## src/hdl/tfc_pkg.sv

```systemverilog
package tfc_pkg;

  // Source encodings held in the source_kind register
  localparam logic [1:0] KIND_F32  = 2'd0;
  localparam logic [1:0] KIND_F16  = 2'd1;
  localparam logic [1:0] KIND_BYTE = 2'd2;
  localparam logic [1:0] KIND_U32  = 2'd3;

  // Register indexes (byte address / 4)
  localparam logic [2:0] REG_SOURCE_KIND   = 3'd0;
  localparam logic [2:0] REG_CHANNEL_COUNT = 3'd1;
  localparam logic [2:0] REG_SWAP_ORDER    = 3'd2;
  localparam logic [2:0] REG_DEPTH_MODE    = 3'd3;
  localparam logic [2:0] REG_PASS_THROUGH  = 3'd4;

  localparam int          LANES       = 4;
  localparam logic [15:0] SCALE_U8    = 16'h00FF;
  localparam logic [15:0] SCALE_U16   = 16'hFFFF;
  localparam logic [31:0] UNORM8_MAX  = 32'd255;
  localparam logic [31:0] UNORM16_MAX = 32'd65535;

  // What one lane does with its channel word
  typedef enum logic [2:0] {
    OP_ZERO,
    OP_COPY,
    OP_BYTE,
    OP_F32,
    OP_F16,
    OP_U32
  } lane_op_t;

  typedef struct packed {
    lane_op_t op;
    logic     wide;   // 1: unorm16 scale, 0: unorm8 scale
  } lane_ctrl_t;

  typedef enum logic [1:0] {
    RES_VAL,   // result is the stored value
    RES_SAT,   // input at or above 1.0
    RES_CONV   // scale mant * 2^-shift and floor
  } res_kind_t;

  typedef struct packed {
    res_kind_t   kind;
    logic [31:0] val;
    logic [23:0] mant;
    logic [7:0]  shift;
    logic        wide;
  } lane_dec_t;

endpackage

```

## src/hdl/tfc_lane.sv

```systemverilog
module tfc_lane
  import tfc_pkg::*;
(
  input  logic        clk,
  input  logic        en,
  input  logic [31:0] word,
  input  lane_ctrl_t  ctrl,
  output logic [31:0] result
);

  lane_dec_t   dec;
  lane_dec_t   dec_r;
  logic [39:0] prod;
  res_kind_t   kind2;
  logic [31:0] val2;
  logic [7:0]  shift2;
  logic        wide2;

  // decode
  logic        f_sgn;
  logic [7:0]  f_exp;
  logic [22:0] f_frac;
  logic        h_sgn;
  logic [4:0]  h_exp;
  logic [9:0]  h_man;
  logic [3:0]  h_lead;
  logic [4:0]  u_lead;
  logic [31:0] u_norm;
  logic        u_rnd;
  logic [24:0] u_keep;
  logic [5:0]  u_pos;

  assign f_sgn  = word[31];
  assign f_exp  = word[30:23];
  assign f_frac = word[22:0];
  assign h_sgn  = word[15];
  assign h_exp  = word[14:10];
  assign h_man  = word[9:0];

  always_comb begin
    h_lead = '0;
    for (int i = 0; i < 10; i++) begin
      if (h_man[i]) h_lead = 4'(i);
    end
    u_lead = '0;
    for (int i = 0; i < 32; i++) begin
      if (word[i]) u_lead = 5'(i);
    end
  end

  // round the integer to 24 significant bits, ties to even
  always_comb begin
    u_norm = word << (5'd31 - u_lead);
    u_rnd  = u_norm[7] & ((|u_norm[6:0]) | u_norm[8]);
    u_keep = {1'b0, u_norm[31:8]} + 25'(u_rnd);
    u_pos  = {1'b0, u_lead} + 6'(u_keep[24]);
  end

  always_comb begin
    dec      = '0;
    dec.kind = RES_VAL;
    dec.wide = ctrl.wide;
    case (ctrl.op)
      OP_COPY: dec.val = word;
      OP_BYTE: dec.val = {24'd0, word[7:0]};
      OP_F32: begin
        if (f_exp == 8'hFF) begin
          if (f_frac == '0 && !f_sgn) dec.kind = RES_SAT;
        end else if (f_sgn || f_exp == '0) begin
          dec.kind = RES_VAL;
        end else if (f_exp >= 8'd127) begin
          dec.kind = RES_SAT;
        end else begin
          dec.kind  = RES_CONV;
          dec.mant  = {1'b1, f_frac};
          dec.shift = 8'd150 - f_exp;
        end
      end
      OP_F16: begin
        if (h_exp == 5'h1F) begin
          if (h_man == '0 && !h_sgn) dec.kind = RES_SAT;
        end else if (h_sgn || (h_exp == '0 && h_man == '0)) begin
          dec.kind = RES_VAL;
        end else if (h_exp == '0) begin
          dec.kind  = RES_CONV;
          dec.mant  = 24'(h_man) << (5'd23 - 5'(h_lead));
          dec.shift = 8'd47 - 8'(h_lead);
        end else if (h_exp >= 5'd15) begin
          dec.kind = RES_SAT;
        end else begin
          dec.kind  = RES_CONV;
          dec.mant  = {1'b1, h_man, 13'd0};
          dec.shift = 8'd38 - 8'(h_exp);
        end
      end
      OP_U32: begin
        if (word != '0) begin
          if (u_pos == 6'd32) begin
            dec.kind = RES_SAT;
          end else begin
            dec.kind  = RES_CONV;
            dec.mant  = u_keep[24] ? 24'h800000 : u_keep[23:0];
            dec.shift = 8'd55 - 8'(u_pos);
          end
        end
      end
      default: dec.val = '0;
    endcase
  end

  // decode register, then product register
  always_ff @(posedge clk) begin
    if (en) begin
      dec_r  <= dec;
      prod   <= 40'(dec_r.mant) * 40'(dec_r.wide ? SCALE_U16 : SCALE_U8);
      kind2  <= dec_r.kind;
      val2   <= dec_r.val;
      shift2 <= dec_r.shift;
      wide2  <= dec_r.wide;
    end
  end

  // round the product to float32 precision, then floor
  logic [5:0]  p_lead;
  logic [39:0] p_norm;
  logic        p_rnd;
  logic [24:0] p_q;
  logic [8:0]  p_sh;

  always_comb begin
    if (wide2) p_lead = prod[39] ? 6'd39 : 6'd38;
    else       p_lead = prod[31] ? 6'd31 : 6'd30;
    p_norm = prod << (6'd39 - p_lead);
    p_rnd  = p_norm[15] & ((|p_norm[14:0]) | p_norm[16]);
    p_q    = {1'b0, p_norm[39:16]} + 25'(p_rnd);
    p_sh   = {1'b0, shift2} + 9'd23 - 9'(p_lead);
    case (kind2)
      RES_SAT:  result = wide2 ? UNORM16_MAX : UNORM8_MAX;
      RES_CONV: result = (p_sh >= 9'd25) ? 32'd0 : 32'(p_q >> p_sh);
      default:  result = val2;
    endcase
  end

endmodule

```

## src/hdl/tfc_merge.sv

```systemverilog
module tfc_merge
  import tfc_pkg::*;
(
  input  logic        clk,
  input  logic        rst,
  input  logic        load_valid,
  input  logic [31:0] res_a,
  input  logic [31:0] res_b,
  input  logic [31:0] res_c,
  input  logic [31:0] res_d,
  input  logic        last,
  output logic        advance,
  output logic        result_valid,
  input  logic        result_ready,
  output logic [31:0] out_a,
  output logic [31:0] out_b,
  output logic [31:0] out_c,
  output logic [31:0] out_d,
  output logic        last_out
);

  // the whole pipe moves when this register is empty or being drained
  assign advance = !result_valid || result_ready;

  always_ff @(posedge clk) begin
    if (rst) begin
      result_valid <= 1'b0;
    end else if (advance) begin
      result_valid <= load_valid;
    end
  end

  always_ff @(posedge clk) begin
    if (advance) begin
      out_a    <= res_a;
      out_b    <= res_b;
      out_c    <= res_c;
      out_d    <= res_d;
      last_out <= last;
    end
  end

endmodule

```

## src/hdl/texel_format_converter.sv

```systemverilog
// Texel format converter.
// Input channel: one texel word per handshake on texel_valid/texel_ready,
// carrying chan_a..chan_d and last_in. Output channel: one converted word
// per handshake on result_valid/result_ready with out_a..out_d, last_out.
// Four identical lanes convert the four channels side by side; a merge
// stage collects the lane results into the output register.
// Each lane registers its decode and then its product; round and floor
// feed the merge stage's output register, which a word reaches after the
// decode and product registers, and one word per cycle is taken
// while the output keeps draining.
// The pipe moves as one: when the output register holds a word that the
// receiver does not take, every stage holds and texel_ready drops.
// Configuration goes through the APB-style port at byte addresses
// 0, 4, 8, 12, 16 (source_kind, channel_count, swap_order, depth_mode,
// pass_through); write it only while the block is idle.
// Reset clears the pipe valid bits and loads the register reset values
// (channel_count 4, all others 0).
module texel_format_converter
  import tfc_pkg::*;
(
  input  logic        clk,
  input  logic        rst,
  input  logic        psel,
  input  logic        penable,
  input  logic        pwrite,
  input  logic [4:0]  paddr,
  input  logic [31:0] pwdata,
  output logic [31:0] prdata,
  output logic        pready,
  input  logic        texel_valid,
  output logic        texel_ready,
  input  logic [31:0] chan_a,
  input  logic [31:0] chan_b,
  input  logic [31:0] chan_c,
  input  logic [31:0] chan_d,
  input  logic        last_in,
  output logic        result_valid,
  input  logic        result_ready,
  output logic [31:0] out_a,
  output logic [31:0] out_b,
  output logic [31:0] out_c,
  output logic [31:0] out_d,
  output logic        last_out
);

  logic [1:0] source_kind;
  logic [2:0] channel_count;
  logic       swap_order;
  logic       depth_mode;
  logic       pass_through;

  // Configuration registers
  assign pready = 1'b1;

  always_ff @(posedge clk) begin
    if (rst) begin
      source_kind   <= KIND_F32;
      channel_count <= 3'd4;
      swap_order    <= 1'b0;
      depth_mode    <= 1'b0;
      pass_through  <= 1'b0;
    end else if (psel && penable && pwrite && pready) begin
      case (paddr[4:2])
        REG_SOURCE_KIND:   source_kind   <= pwdata[1:0];
        REG_CHANNEL_COUNT: channel_count <= pwdata[2:0];
        REG_SWAP_ORDER:    swap_order    <= pwdata[0];
        REG_DEPTH_MODE:    depth_mode    <= pwdata[0];
        REG_PASS_THROUGH:  pass_through  <= pwdata[0];
        default: ;
      endcase
    end
  end

  always_comb begin
    case (paddr[4:2])
      REG_SOURCE_KIND:   prdata = {30'd0, source_kind};
      REG_CHANNEL_COUNT: prdata = {29'd0, channel_count};
      REG_SWAP_ORDER:    prdata = {31'd0, swap_order};
      REG_DEPTH_MODE:    prdata = {31'd0, depth_mode};
      REG_PASS_THROUGH:  prdata = {31'd0, pass_through};
      default:           prdata = '0;
    endcase
  end

  // Lane setup: clamp the channel count, route the words, pick each op
  logic [2:0]        n_chan;
  logic              do_swap;
  logic [31:0]       src   [LANES];
  lane_ctrl_t        ctrl  [LANES];
  logic [31:0]       res   [LANES];

  always_comb begin
    if (channel_count == 3'd0)     n_chan = 3'd1;
    else if (channel_count > 3'd4) n_chan = 3'd4;
    else                           n_chan = channel_count;
    // swap first and third only in color mode with three or more channels
    do_swap = swap_order && !pass_through && !depth_mode && (n_chan >= 3'd3);
    src[0] = do_swap ? chan_c : chan_a;
    src[1] = chan_b;
    src[2] = do_swap ? chan_a : chan_c;
    src[3] = chan_d;
    for (int i = 0; i < LANES; i++) begin
      ctrl[i].wide = depth_mode && !pass_through;
      ctrl[i].op   = OP_ZERO;
      if (pass_through) begin
        if (3'(i) < n_chan) ctrl[i].op = OP_COPY;
      end else if (depth_mode) begin
        if (i == 0) begin
          if (source_kind == KIND_F32)      ctrl[i].op = OP_F32;
          else if (source_kind == KIND_U32) ctrl[i].op = OP_U32;
        end
      end else if (3'(i) < n_chan) begin
        case (source_kind)
          KIND_F32:  ctrl[i].op = OP_F32;
          KIND_F16:  ctrl[i].op = OP_F16;
          KIND_BYTE: ctrl[i].op = OP_BYTE;
          default:   ctrl[i].op = OP_ZERO;
        endcase
      end
    end
  end

  // Pipe control: valid and last follow the two lane register steps
  logic advance;
  logic v1, v2;
  logic last1, last2;

  assign texel_ready = advance;

  always_ff @(posedge clk) begin
    if (rst) begin
      v1 <= 1'b0;
      v2 <= 1'b0;
    end else if (advance) begin
      v1 <= texel_valid;
      v2 <= v1;
    end
  end

  always_ff @(posedge clk) begin
    if (advance) begin
      last1 <= last_in;
      last2 <= last1;
    end
  end

  for (genvar g = 0; g < LANES; g++) begin : g_lane
    tfc_lane u_lane (
      .clk    (clk),
      .en     (advance),
      .word   (src[g]),
      .ctrl   (ctrl[g]),
      .result (res[g])
    );
  end

  tfc_merge u_merge (
    .clk          (clk),
    .rst          (rst),
    .load_valid   (v2),
    .res_a        (res[0]),
    .res_b        (res[1]),
    .res_c        (res[2]),
    .res_d        (res[3]),
    .last         (last2),
    .advance      (advance),
    .result_valid (result_valid),
    .result_ready (result_ready),
    .out_a        (out_a),
    .out_b        (out_b),
    .out_c        (out_c),
    .out_d        (out_d),
    .last_out     (last_out)
  );

endmodule

```

## config.mk

```make
export PLATFORM = sky130hd
export DESIGN_NAME = texel_format_converter
export DESIGN_NICKNAME = d
export VERILOG_FILES = /design/src/hdl/tfc_pkg.sv /design/src/hdl/tfc_lane.sv /design/src/hdl/tfc_merge.sv /design/src/hdl/texel_format_converter.sv
export SDC_FILE = /design/constraint.sdc
export NUM_CORES = 2
export LEC_CHECK = 0
export ABC_AREA = 1
export CORE_MARGIN = 3
export CORE_UTILIZATION = 45
export DETAILED_ROUTE_END_ITERATION = 8
export DONT_BUFFER_PORTS = 1
export GPL_ROUTABILITY_DRIVEN = 0
export PLACE_DENSITY_LB_ADDON = 0.15
export SLEW_MARGIN = 20
export SYNTH_ARGS = -nofsm -noshare
export SYNTH_HDL_FRONTEND = slang
export SYNTH_HIERARCHICAL = 1
export SYNTH_SLANG_ARGS = --single-unit
```

## constraint.sdc

```tcl
create_clock -name clk -period 17.1 [get_ports clk]
set_clock_uncertainty 0.05 [all_clocks]
set_input_delay 3.42 -clock clk [delete_from_list [all_inputs] [get_ports clk]]
set_output_delay 3.42 -clock clk [all_outputs]
set_load 0.03 [all_outputs]
```

# Word-level counts from Yosys, hierarchy flattened
# Index checks and enable logic that the tools add are counted.
classes:
  addsub: 48
  mul: 4
  n_lt_le_gt_ge: 18
  eq_ne: 47
  shifts: 16
  mux: 302
  n_bitwise: 16
  n_reduce_logical: 74
ops:
  columns: ["cell", "count"]
  rows:
  - ["32-bit two-way mux", 42]
  - ["32-bit case mux with 2 select lines", 8]
  - ["32-bit case mux with 3 select lines", 4]
  - ["5-bit two-way mux", 64]
  - ["24-bit by 1-bit adder with 25-bit output", 8]
  - ["4-bit two-way mux", 40]
  - ["40-bit by 6-bit left shift with 40-bit output", 4]
  - ["3-bit two-way mux", 48]
  - ["32-bit nonzero test", 4]
  - ["32-bit by 5-bit left shift with 32-bit output", 4]
  - ["25-bit by 9-bit >> shifter with 32-bit output", 4]
  - ["2-bit two-way mux", 52]
  - ["24-bit two-way mux", 4]
  - ["10-bit by 5-bit left shift with 24-bit output", 4]
  - ["23-bit logical NOT", 4]
  - ["24-bit by 16-bit multiplier with 40-bit output", 2]
  - ["24-bit by 40-bit multiplier with 40-bit output", 2]
  - ["15-bit OR reduction", 4]
  - ["10-bit logical NOT", 4]
  - ["8-bit by 5-bit adder with 9-bit output (second input constant)", 4]
  - ["9-bit by 5-bit greater-or-equal comparator with 1-bit output (second input constant)", 4]
  - ["9-bit by 6-bit subtractor with 9-bit output", 4]
  - ["8-bit == test (second input constant)", 4]
  - ["8-bit by 7-bit greater-or-equal comparator with 1-bit output (second input constant)", 4]
  - ["37 further kinds", 199]
totals:
  ff_bits: 736
  input_bits: 173
  output_inout_bits: 164
  word_cells: 574

# Logic depth before layout (Yosys ltp)
logic_depth:
  word_depth: 48
  mapped_depth: 62
  ltp_nobuf: 60

# Hierarchy
# The synthesis kept the hierarchy.
by_module_without_submodules:
  columns: ["module", "n_inst", "cells_per_inst", "area_per_inst_um2", "seq_area_each_um2"]
  rows:
  - ["tfc_lane at g_lane[1].u_lane", 1, 2641, 20967.6, 4504.3]
  - ["tfc_lane at g_lane[2].u_lane", 1, 2622, 20931.3, 4504.3]
  - ["tfc_lane at g_lane[0].u_lane", 1, 2566, 20691.1, 4504.3]
  - ["tfc_lane at g_lane[3].u_lane", 1, 2568, 20633.5, 4504.3]
  - ["tfc_merge", 1, 134, 3916.3, 3893.7]
  - ["texel_format_converter", 1, 357, 2179.6, 260.2]

# Worst setup path before layout
# OpenSTA, ideal clock, no wires.
synth_path:
  path_type: "in2out"
  start: "input result_ready"
  end: "output texel_ready"
  t_arrival_ps: 12185
  required_ps: 13630
  setup_slack_ps: 1445
  path_stages: 2
  n_path_buf: 0
  cell_sequence: "inv_1 nand2_2"
synth_between:
  elab_chain_len: 1
synth_lines:
  columns: ["item", "line", "rtl"]
  rows:
  - ["start, declared", "texel_format_converter.sv:38", "input logic result_ready,"]
  - ["1-bit logical OR", "tfc_merge.sv:23", "assign advance = !result_valid || result_ready;"]
  - ["end, declared", "texel_format_converter.sv:31", "output logic texel_ready,"]
# Every way passes these cells.

==> impl_metrics.toml <==
[synth]
synth_seq_cells = 742
synth_ff_type = "edfxtp_1"
yosysUniqueCellTypes = 80
synthesis.area_sq_mm = 0.0893
yosys.area.top_type = "edfxtp_1"
yosysWarnings = 6
synth_top_area_share_pct = 24.6
yosys.cell_count.top_type = "nand2_1"
seq_area_frac_synth_pct = 24.8
async_reset_ff_share_pct = 0
synth_edf_count = 731
netlist_top_cells_count = "nand2_1 (2348), inv_1 (2019), nand3_1 (1054), fa_1 (1052), edfxtp_1 (731)"
postSynthCellCount = 10900
syn_area_per_cell_sq_um = 8.20
yosys-top-cells-area = "edfxtp_1 (25%), fa_1 (24%), nand2_1 (9.9%), inv_1 (8.5%), ha_1 (7.5%)"

[route]
dr.pass1.iters = 9
antenna_left = 0
vias_per_cell = 5.36
wl_microns = 250000
drt-initial-drc-count = 6404
remaining_drc_errors = 0
routed-via-count = 72000
routedWlPerCell_microns = 18.6

[floorplanning]
dieArea_sq_mm = 0.204
start_util_pct = 45.5
die_h_microns = 452
die_w_microns = 452
core_sq_mm = 0.196
io_pins = 337
num_rows = 162

[cells_and_area]
layout-drive-gt1-share_pct = 4.75
multi_input_area_sq_mm = 0.0576
ff_latch_area_sq_mm = 0.0222
synthToLayoutAreaGrowth_pct = 5.89
nFillCells = 19200
post-route-cell-area_sq_mm = 0.0946
fin_nets = 12500

[min_path]
hold_class = "reg2reg"

[timing]
fin_crit_sh_pct = 60.7
rsz0062_at_grt = "false"
worstMarginPinSlew_ns = 1.08
max-slew-margin-rel_pct = 27.9
finalSetupViolCount = 0
hold-worst-slack_ns = 0.358
finalHoldViolCount = 0
maxSlewViolCount = 0
finalSetupTns_ns = 0
max_freq_mhz = 96.3
finalWorstPathRequiredPeriod_ns = 10.38

[pwr]
leakagePower_nw = 46.7
power_density_mw_per_mm2 = 110
power.switching_mw = 4.68
total_power_mw = 10.4
p_sw_share_pct = 44.9
power.internal_mw = 5.74
peakVddDrop_v = 0.0000782
p_seq_share_pct = 27.3
p_comb_share_pct = 53.4
clock_power_share_pct = 19.3

[clock_tree]
clock_sinks = 742
clk_latency_ns = 0.71
cts_hold_buf = 0
clkTransAtPathRegs_ns = 0.07
root_buffer = "clkbuf_16"
numCtsBuffers = 91
tritoncts = "built"
htree_levels = 3
ctsResizeCount = 0
cts_setup_buffers = 0
cts_max_path_buffers = 3

[critical_path]
start_kind = "primary input"
worst-setup-path-type = "in2reg"
critical_path.max_fanout = 41
worstPathRequired_ns = 17.48
arrival_ns = 10.76
critPathCaptureType = "flip-flop"
crit_path_top_delay_cell = "o21ai_2"
path_common_cell = "nand2_1"
reg2reg_setup_slack_ns = 7.26
crit_family = "simple AND/OR/NAND/NOR gates"
cpPeakStageDelay_ns = 0.44
critPathBufInv = 8

[place]
placed_area_sq_mm = 0.0914
io_buffers = 0
place_hpwl_microns = 205000

[grt]
overflow = 0
grtUsageTotal_pct = 24.4
grt_pass1_wl_microns = 395000
antenna_found_initial = 4
grt_pass1_vias = 70900
grt_max_degree = 181

[job]
drv_cap = 0

[status]
outcome = "finished clean"
==> routing by layer <==
metal  share of wire (%)  up-vias  GRT usage (%)
met2                  46     2535           39.1
met5               0.011        -              0
met3                 7.0      586           4.04
met4                 4.7        4           10.3
li1                    -    34600              -
met1                  42    34200           32.8
==> cells by family after synthesis <==
kind of cell | synth area share (%)
flip-flops | 24.8
AO/OA/AOI/OAI | 9.16
adder cells (fa/ha/maj) | 31.1
buffers and inverters | 10.8
multiplexers | 0.338
AND/OR/NAND/NOR | 21.4
XOR/XNOR | 2.32
other | 0.00841
==> cell usage in the layout (no fill, tap or decap), types with 26 or more instances in the layout <==
| cell type | netlist | routed |
|---|---|---|
| buf_4 | 44 | 57 |
| xor2_1 | 162 | 162 |
| o211ai_1 | 69 | 69 |
| o22ai_1 | 26 | 26 |
| ha_1 | 533 | 533 |
| clkinv_1 | 25 | 34 |
| inv_2 | 50 | 50 |
| nor3_1 | 84 | 81 |
| clkbuf_16 | 0 | 92 |
| nor2_2 | 43 | 47 |
| edfxtp_1 | 731 | 731 |
| inv_1 | 2019 | 2019 |
| o21ai_1 | 121 | 122 |
| a31oi_1 | 54 | 54 |
| xnor2_1 | 75 | 75 |
| nand2_1 | 2348 | 2348 |
| a21oi_1 | 349 | 347 |
| nand2_2 | 36 | 35 |
| nor2_1 | 679 | 675 |
| o21ai_0 | 523 | 522 |
| fa_1 | 1052 | 1052 |
| nand3_1 | 1054 | 1054 |
| o21ai_2 | 82 | 82 |
| mux2i_1 | 29 | 29 |
| conb_1 | 2 | 30 |
| o221ai_1 | 35 | 35 |
| nand4_1 | 103 | 103 |
==> final timing paths <==
check / startpoint / end / depth (start not counted)
worst max-delay path: chan_c[3] / g_lane[0].u_lane/dec_r[31] / 52
worst min-delay path: g_lane[3].u_lane/dec_r[38] / g_lane[3].u_lane/val2[5] / 0
worst max register to register: channel_count[2] / g_lane[0].u_lane/dec_r[31] / 57
worst min register to register: g_lane[3].u_lane/dec_r[38] / g_lane[3].u_lane/val2[5] / 0
==> cell type report <==
| class | instances | area share [%] |
|---|---|---|
| antenna | 3 | 0.00794 |
| clock buffer | 100 | 2.48 |
| clock inverter | 67 | 0.856 |
| inverter | 2095 | 8.32 |
| multi-input combinational | 7735 | 60.9 |
| sequential | 742 | 23.4 |
| tap | 2624 | 3.47 |
| timing repair buffer | 60 | 0.511 |
==> flip-flops by register name (all words and copies together) (netlist names), 4 cells and up <==
signal and count:
u_merge/out_d 32, u_merge/out_b 32, g_lane.u_lane/shift2 32, u_merge/out_a 32, g_lane.u_lane/wide2 4, u_merge/out_c 32
g_lane.u_lane/val2 128, g_lane.u_lane/prod 160, g_lane.u_lane/dec_r 268, g_lane.u_lane/kind2 8
==> power groups by stage <==
stage               clock network [mW]  registers [mW]  logic, mW
floorplan                            0            2.81       4.39
global placement                     0            2.89       5.52
detailed placement                   0            2.89       5.59
CTS                               2.08            2.86       5.62
global route                      2.16            2.88       6.46
finish                            2.01            2.84       5.57
==> per-stage QoR <==
step                      worst slack (ns)  utilization, %  instances
after floorplan                       1.45               -      10900
after global placement                6.20            46.6      13300
after detailed placement              6.22            46.6      13300
after CTS                             6.98            48.2      13400
after global routing                  6.07            48.2      13400
final                                 6.72            48.2      13400
Power figures use the tool's default switching activity.
